===== config.mk =====
export PLATFORM = sky130hd
export DESIGN_NAME = lcf_act
export DESIGN_NICKNAME = d
export VERILOG_FILES = /design/src/sv/assert_macros.svh /design/src/sv/lcf_pkg.sv /design/src/sv/lcf_act.sv
export SDC_FILE = /design/constraint.sdc
export NUM_CORES = 1
export LEC_CHECK = 0
export ABC_AREA = 1
export BUFFER_PORTS_ARGS = -buffer_cell sky130_fd_sc_hd__buf_2
export CAP_MARGIN = 20
export CORE_UTILIZATION = 35
export DETAILED_ROUTE_END_ITERATION = 10
export SYNTH_ARGS = -nofsm -noshare
export SYNTH_HDL_FRONTEND = slang
export SYNTH_SLANG_ARGS = --single-unit
export TNS_END_PERCENT = 1

===== constraint.sdc =====
create_clock -name i_clk -period 16.5 [get_ports i_clk]
set_input_delay 0.825 -clock i_clk [delete_from_list [all_inputs] [get_ports i_clk]]
set_output_delay 0.825 -clock i_clk [all_outputs]
set_load 0.02 [all_outputs]

===== src/sv/assert_macros.svh =====
// Assertion macros used by lstm_cell_forward_core.
`ifndef ASSERT_MACROS_SVH
`define ASSERT_MACROS_SVH

// clocked check, off while reset is held
`define ASSERT_CLK(label, prop, msg) \
    label: assert property (@(posedge i_clk) disable iff (!i_rst_n) prop) \
        else $error(msg);

// clocked check, live through reset
`define ASSERT_RST(label, prop, msg) \
    label: assert property (@(posedge i_clk) prop) else $error(msg);

`endif


===== src/sv/lcf_pkg.sv =====
// Constants, types and lookup table for the LSTM cell update pipeline.
package lcf_pkg;

    localparam int CELL_COUNT = 256;
    localparam int FRAC_BITS  = 12;

    localparam int IDX_W   = 8;
    localparam int DATA_W  = 16;
    localparam int HID_W   = 14;
    localparam int CELL_AW = (CELL_COUNT > 1) ? $clog2(CELL_COUNT) : 1;

    localparam int ACT_W      = FRAC_BITS + 2;
    localparam int MAG_W      = DATA_W + 1;
    localparam int Q16_W      = 17;
    localparam int S_W        = Q16_W + 1;
    localparam int LOG_SHIFT  = FRAC_BITS - 1;
    localparam int TANH_SHIFT = FRAC_BITS - 2;
    localparam int FRAC_W     = LOG_SHIFT;
    localparam int PROD_W     = Q16_W + FRAC_W;
    localparam int DOWN_SHIFT = 16 - FRAC_BITS;
    localparam int HP_W       = 2 * ACT_W;
    localparam int ACC_W      = ACT_W + DATA_W + 1;

    localparam int GATE_ONE = 1 << FRAC_BITS;
    localparam int CELL_MAX = 32767;
    localparam int CELL_MIN = -32768;
    localparam int HID_MAX  = 8191;
    localparam int HID_MIN  = -8192;

    localparam int NSTAGE = 11;

    localparam int TBL_N  = 33;
    localparam int TBL_IW = $clog2(TBL_N);

    localparam logic [Q16_W-1:0] Q16_ONE = Q16_W'(65536);

    localparam logic [Q16_W-1:0] TANH_TBL [TBL_N] = '{
        17'd0,     17'd16051, 17'd30285, 17'd41625, 17'd49912, 17'd55593,
        17'd59320, 17'd61694, 17'd63179, 17'd64096, 17'd64659, 17'd65003,
        17'd65212, 17'd65339, 17'd65417, 17'd65464, 17'd65492, 17'd65509,
        17'd65520, 17'd65526, 17'd65530, 17'd65532, 17'd65534, 17'd65535,
        17'd65535, 17'd65536, 17'd65536, 17'd65536, 17'd65536, 17'd65536,
        17'd65536, 17'd65536, 17'd65536
    };

    typedef struct packed {
        logic en_a;
        logic en_b;
        logic en_c;
    } t_act_ctl;

endpackage


===== src/sv/lcf_act.sv =====
// Three-stage tanh / logistic unit: table lookup, interpolation product, finish.
module lcf_act
    import lcf_pkg::*;
(
    input  logic                     i_clk,
    input  logic                     i_logistic,
    input  t_act_ctl                 i_ctl,
    input  logic signed [DATA_W-1:0] i_x,
    output logic signed [ACT_W-1:0]  o_y
);

    logic signed [MAG_W-1:0] w_xe;
    logic        [MAG_W-1:0] w_mag;
    logic        [MAG_W-1:0] w_tidx;
    logic        [FRAC_W-1:0] w_frac;
    logic                    w_sat;
    logic        [TBL_IW-1:0] w_k;
    logic        [TBL_IW-1:0] w_k1;
    logic        [Q16_W-1:0] w_lo;
    logic        [Q16_W-1:0] w_hi;

    logic                    r_a_neg;
    logic        [Q16_W-1:0] r_a_lo;
    logic        [Q16_W-1:0] r_a_diff;
    logic        [FRAC_W-1:0] r_a_frac;

    logic                    r_b_neg;
    logic        [Q16_W-1:0] r_b_lo;
    logic        [PROD_W-1:0] r_b_prod;

    logic        [Q16_W-1:0] w_t;
    logic        [S_W-1:0]   w_s;
    logic        [Q16_W-1:0] w_q;
    logic        [Q16_W-1:0] w_qr;
    logic signed [ACT_W-1:0] w_r;
    logic signed [ACT_W-1:0] n_y;

    always_comb begin
        w_xe  = MAG_W'(i_x);
        w_mag = i_x[DATA_W-1] ? MAG_W'(-w_xe) : MAG_W'(w_xe);
        if (i_logistic) begin
            w_tidx = w_mag >> LOG_SHIFT;
            w_frac = FRAC_W'(w_mag);
        end else begin
            w_tidx = w_mag >> TANH_SHIFT;
            w_frac = FRAC_W'(w_mag & ((MAG_W'(1) << TANH_SHIFT) - MAG_W'(1)));
        end
        w_sat = w_tidx >= MAG_W'(TBL_N - 1);
        w_k   = w_sat ? TBL_IW'(TBL_N - 1) : TBL_IW'(w_tidx);
        w_k1  = w_sat ? w_k : w_k + TBL_IW'(1);
        w_lo  = TANH_TBL[w_k];
        w_hi  = TANH_TBL[w_k1];
    end

    always_ff @(posedge i_clk) begin
        if (i_ctl.en_a) begin
            r_a_neg  <= i_x[DATA_W-1];
            r_a_lo   <= w_lo;
            r_a_diff <= w_hi - w_lo;
            r_a_frac <= w_frac;
        end
        if (i_ctl.en_b) begin
            r_b_neg  <= r_a_neg;
            r_b_lo   <= r_a_lo;
            r_b_prod <= PROD_W'(r_a_diff) * PROD_W'(r_a_frac);
        end
        if (i_ctl.en_c) begin
            o_y <= n_y;
        end
    end

    always_comb begin
        w_t  = r_b_lo + Q16_W'(r_b_prod >> (i_logistic ? LOG_SHIFT : TANH_SHIFT));
        w_s  = r_b_neg ? (S_W'(Q16_ONE) - S_W'(w_t)) >> 1 : (S_W'(Q16_ONE) + S_W'(w_t)) >> 1;
        w_q  = i_logistic ? Q16_W'(w_s) : w_t;
        w_qr = w_q + Q16_W'(1 << (DOWN_SHIFT - 1));
        w_r  = ACT_W'(w_qr >> DOWN_SHIFT);
        n_y  = (r_b_neg && !i_logistic) ? -w_r : w_r;
    end

endmodule


# ---- Yosys cells after proc, flatten, opt, wreduce, memory -nomap -nowiden
# Memories as Yosys holds them, arrays and structs flattened.
# Cells that the tools add are included.
dict set report word_totals {
  regBits 106
  latchBits 0
  ramBits 0
  rom_bits 2176
  in_bits 21
  memories 2
}
dict set report classes {
  addsub 8
  n_mul 1
  n_div 0
  magnitude_cmp 3
  eq_ne 0
  n_shift 1
  muxes 12
  bitwise 2
  reduce_logical 2
}
# name depth width read_ports rd_ports_with_merged_regs write_ports line
set mem_list {}
lappend mem_list {{(no name shown)} 64 17 1 0 0 lcf_act.sv:52} ;# w_hi = TANH_TBL[w_k1];
lappend mem_list {{(no name shown)} 64 17 1 0 0 lcf_act.sv:51} ;# w_lo = TANH_TBL[w_k];
# cell n
set op_table {}
lappend op_table {{$mux 17} 7}
lappend op_table {{$mul 17x11->28} 1}
lappend op_table {{$shr 28x4->17} 1}
lappend op_table {{$add 17x17->18 const A} 1}
lappend op_table {{$sub 17x17->18 const A} 1}
lappend op_table {{$add 17x17->17} 1}
lappend op_table {{$add 17x4->17 const B} 1}
lappend op_table {{$neg 16->17} 1}
lappend op_table {{$sub 17x17->17} 1}
lappend op_table {{$ge 7x7->1 const B} 2}
lappend op_table {{$neg 13->14} 1}
lappend op_table {{$not 6->7} 2}
lappend op_table {{$mux 13} 1}
lappend op_table {{$mux 6} 2}
lappend op_table {{$ge 7x6->1 const B} 1}
lappend op_table {{$mux 7} 1}
lappend op_table {{$add 6x1->6 const B} 1}
lappend op_table {{$logic_and 1x1->1} 1}
lappend op_table {{$logic_not 1->1} 1}
lappend op_table {{$mux 1} 1}

# ---- Logic depth before layout (Yosys ltp)
dict set report depth {
  ltp_word 12
  mapped_depth 41
  depth_no_buf 41
}

# ---- Worst setup path after synthesis
# Ideal clock, no wire load.
dict set report synth_path {
  path_kind {input -> register}
  startpoint {input port i_x[1]}
  endpoint {register r_a_diff[16] (data pin)}
  setup_ns 0.260
  arrival_time_ns 5.303
  setup_slack_ns 10.937
  cell_stages 38
  path_buffers 0
  cell_sequence {inv_1 -> ha_1 -> nand3_1 -> nor2_1 -> nand2_1 -> o21ai_0 -> xnor2_1 -> nand2_1 -> nand2_2 -> inv_1 -> ha_1 -> nand2_1 -> ha_1 -> inv_1 -> nor2_1 -> nor2_2 -> inv_2 -> o21ai_4 -> [2 not listed] -> ha_1 -> fa_1 -> nand3b_1 -> nand2_1 -> nand2_1 -> nand2_1 -> nand3_1 -> nand2_1 -> nand3_1 -> nand2_1 -> a21oi_1 -> inv_1 -> a21oi_1 -> o31ai_1 -> nand2_1 -> nand2_1 -> a21oi_1 -> xor2_1}
}
dict set report synth_via {
  elab_chain_len 12
  elab_cells_between_ends 16
  classes_between {add/sub (3); order compare (1); mux (8); bitwise (2); memory (2)}
}
# item line
set synth_rtl {}
lappend synth_rtl {{start: declaration} lcf_act.sv:8} ;# input logic signed [DATA_W-1:0] i_x,
lappend synth_rtl {{$neg 16->17 *} lcf_act.sv:40} ;# w_mag = i_x[DATA_W-1] ? MAG_W'(-w_xe) : MAG_W'(w_xe);
lappend synth_rtl {{$mux 17 *} lcf_act.sv:40}
lappend synth_rtl {{$mux 7 *} lcf_act.sv:41} ;# if (i_logistic) begin
lappend synth_rtl {{$ge 7x6->1} lcf_act.sv:48} ;# w_sat = w_tidx >= MAG_W'(TBL_N - 1);
lappend synth_rtl {{$mux 6} lcf_act.sv:49} ;# w_k = w_sat ? TBL_IW'(TBL_N - 1) : TBL_IW'(w_tidx);
lappend synth_rtl {{$add 6x1->6} lcf_act.sv:50} ;# w_k1 = w_sat ? w_k : w_k + TBL_IW'(1);
lappend synth_rtl {{$mux 6} lcf_act.sv:50}
lappend synth_rtl {{$not 6->7 (implied by the code)} lcf_act.sv:52}
lappend synth_rtl {{$mem_v2 64x17} --}
lappend synth_rtl {{$mux 17 (implied by the code) (2 in a row)} lcf_act.sv:52}
lappend synth_rtl {{$sub 17x17->17 *} lcf_act.sv:59} ;# r_a_diff <= w_hi - w_lo;
lappend synth_rtl {{end signal: assignment} lcf_act.sv:59}
lappend synth_rtl {{end: declaration} lcf_act.sv:24} ;# logic [Q16_W-1:0] r_a_diff;
# Mark *: on every way between the ends. The rest lies on a longest branch, timed or not. The select of a mux whose other input is x is not followed.
# A chain may end at the register's enable or synchronous reset.

# ---- Final worst setup path
dict set report layout_path {
  startpoint {input port i_x[0]}
  endpoint {register r_a_diff[16] (data pin)}
}
# Same word-level chain as after synthesis.

==> impl_metrics.py <==
metrics = {
    "floorplan": {
        "rows": 72,
        "dieWidth_um": 200,
        "die-area_um2": 40000,
        "ios": 35,
        "core_um2": 38600,
        "start_util_pct": 35.5,
        "die_h_um": 200,
    },
    "drt": {
        "dr.max_layer_used": "met4",
        "ant_nets": 0,
        "drc": 0,
        "detail_route.wl_per_cell_um": 13.9,
        "dr.pass1.iters": 6,
        "route.met2.wl_mm": 16.0,
        "dr_wl_met3_um": 997,
        "m1WireLength_mm": 15.1,
        "vias_per_cell": 4.78,
        "routed-via-count": 11173,
        "totalWireLength_mm": 32.5,
        "drt_iter0_drc": 682,
    },
    "timing": {
        "tns_ps": 0,
        "tightest_slew_ps": 826,
        "worst_slack_ps": 10000,
        "min_period_ps": 6500,
        "timing.fmax_mhz": 154,
        "finClkSkew_ps": 5.51,
        "fin_crit_sh_pct": 39.4,
        "setup_viol": 0,
        "finalHoldViolCount": 0,
        "rsz0062_at_grt": "no",
        "relSlewSlack_pct": 44.7,
        "drv_slew": 0,
    },
    "run_status": {
        "run_status": "complete, no violations",
    },
    "grt": {
        "grt_max_degree": 47,
        "antenna_found_initial": 1,
        "grt_pass1_vias": 11134,
        "track_usage_pct": 17.2,
        "grt_overflow": 0,
        "grt_pass1_wl_mm": 54.8,
    },
    "cts": {
        "cts.path.max_buffers": 2,
        "numCtsBuffers": 9,
        "cts_htree_levels": 3,
        "clk_latency_ps": 350,
        "tritoncts": "done",
        "cts_sinks": 96,
        "cts.repair.resized": 0,
        "root_buffer": "clkbuf_16",
        "post_cts_buffers": 0,
        "clk_pin_slew_ps": 70,
        "holdBufCountCts": 0,
    },
    "critical_path": {
        "cp.arrival_ps": 6610,
        "cp-end-kind": "register",
        "reg2reg_slack_ps": 10580,
        "critPathMaxFanout": 16,
        "reg2regPathDepth": 20,
        "crit_type": "in -> reg",
        "reg2reg_to": "r_b_prod[25]$_DFFE_PP_",
        "required_ps": 16610,
        "critPathMaxStageDelay_ps": 410,
        "crit_path_frequent_cell": "nand2_1",
        "crit_buf_inv": 7,
        "r2r_start": "r_a_frac[9]$_DFFE_PP_",
        "critPathTopFamily": "simple AND/OR/NAND/NOR gates",
        "worst_path_max_delay_cell": "fa_1",
        "crit_path_start_kind": "input pin",
    },
    "placement": {
        "dpl.hpwl_mm": 26.6,
        "place_congestion": 0.872,
        "placedCellCount": 2320,
        "place_ws_ps": 9690,
        "io_buffers": 34,
    },
    "cells_and_area": {
        "final_common_cell": "nand2_1",
        "final_nets": 2078,
        "n_antenna_cell": 0,
        "drive_gt1_share_pct": 8.91,
        "most-common-layout-cells": "536 x nand2_1, 356 x inv_1, 135 x fa_1, 109 x ha_1, 96 x edfxtp_1",
        "final_cell_count_no_fill": 2336,
        "syn_to_final_growth_pct": 6.48,
    },
    "synthesis": {
        "ys_seq_area_share_pct": 21.0,
        "syn_inst": 1825,
        "ys_warn_count": 0,
        "synthDistinctLibCells": 51,
        "synth_edf_count": 96,
        "synth_top_family_by_area": "adder cells",
        "synth_fa_ha_area_share_pct": 29.6,
        "avgSynthCellArea_um2": 7.53,
        "ys.flop_type": "edfxtp_1",
        "synthSimpleGateAreaFrac_pct": 26.3,
        "muxShareOfSynthArea_pct": 0,
        "synthArstFlopShare_pct": 0,
        "syn_nets": 2090,
        "synth_area_um2": 13700,
        "synth_compound_area_share_pct": 6.99,
        "synth_xor_area_share_pct": 3.89,
        "ys_seq_elements": 96,
    },
    "min_path": {
        "worstHoldStart": "r_a_lo[13]$_DFFE_PP_",
        "holdPathEnd": "r_b_lo[13]$_DFFE_PP_",
        "hold_path_class": "reg -> reg",
        "min_path_cells": 0,
    },
    "run": {
        "maxCapViolations": 0,
    },
}
synthesized netlist by cell type (all sizes together) (3+ instances only):
cell      n  area (um2)
nand2   574        2270
inv     374        1400
fa      135        2700
nor2    117         529
ha      109        1360
edfxtp   96        2880
nand3    95         566
a21oi    62         318
o21ai    62         333
clkbuf   47         176
xor2     47         412
buf      15        90.1
xnor2    14         123
nand4    11        81.3
nor3     10        66.3
a31oi     9        56.3
o211ai    9        67.6
nand3b    7        56.3
a211oi    5        37.5
nor4      4        25.0
o31ai     4        30.0
o21a      3        22.5
o21bai    3        22.5
flip-flops by register name, indices dropped and copies added (netlist names):
signal	cells
o_y	14
r_a_diff	17
r_a_frac	11
r_a_lo	17
r_a_neg	1
r_b_lo	17
r_b_neg	1
r_b_prod	18
logic make-up after synthesis:
logic type | after synthesis
and+or+nand+nor | 820
xor gates and xnor gates | 61
DFF | 96
adders and majority gates | 244
AOI/OAI and AO/OA | 166
buffers and inverters | 438
worst reg2reg max path, cell delays in order, from the launching register on:
cell,delay (ps)
edfxtp_1,860
nand2_1,180
fa_1,540
fa_1,560
inv_1,60
fa_1,520
fa_1,530
fa_1,490
ha_1,380
nand2_1,90
nor2_1,40
a211oi_1,340
o21ai_1,180
nand2_1,90
nand2_1,80
a21boi_1,260
nor2_1,70
nand3_1,70
nand2_1,80
a21oi_1,160
xor2_1,90
area by class of cell:
class | instances | area, um2
Tap cell | 518 | 648
Inverter | 376 | 1410
Clock buffer | 10 | 229
Fill cell | 4039 | 24000
Timing Repair Buffer | 39 | 208
Sequential cell | 96 | 2880
Clock inverter | 6 | 71.3
Multi-Input combinational cell | 1291 | 9170
layer usage:
layer,GRT usage (%),up-vias
met5,0,-
met4,3.93,0
met3,1.63,34
met2,30.4,209
met1,22.8,5329
li1,-,5601
metrics by stage:
stage	hold WS, ps	utilization, %	area, um2
global placement	404	37.1	14300
CTS	422	37.8	14600
finish	421	37.8	14600
global route	430	37.8	14600
floorplan	400	-	13700
detailed placement	405	37.1	14300
how the worst max path moves through the flow:
stage | end | start | cells past startpoint
floorplan | r_a_diff[16]$_DFFE_PP_ | i_x[1] | 38
global placement | r_a_diff[16]$_DFFE_PP_ | i_x[4] | 39
detailed placement | r_a_diff[16]$_DFFE_PP_ | i_x[3] | 39
CTS | r_a_diff[16]$_DFFE_PP_ | i_x[0] | 38
global route | r_a_diff[16]$_DFFE_PP_ | i_x[1] | 38
finish | r_a_diff[16]$_DFFE_PP_ | i_x[0] | 38
Power is left out: the tool's default activity adds up to more than one toggle a clock period on the data nets, which glitch-free logic cannot reach.
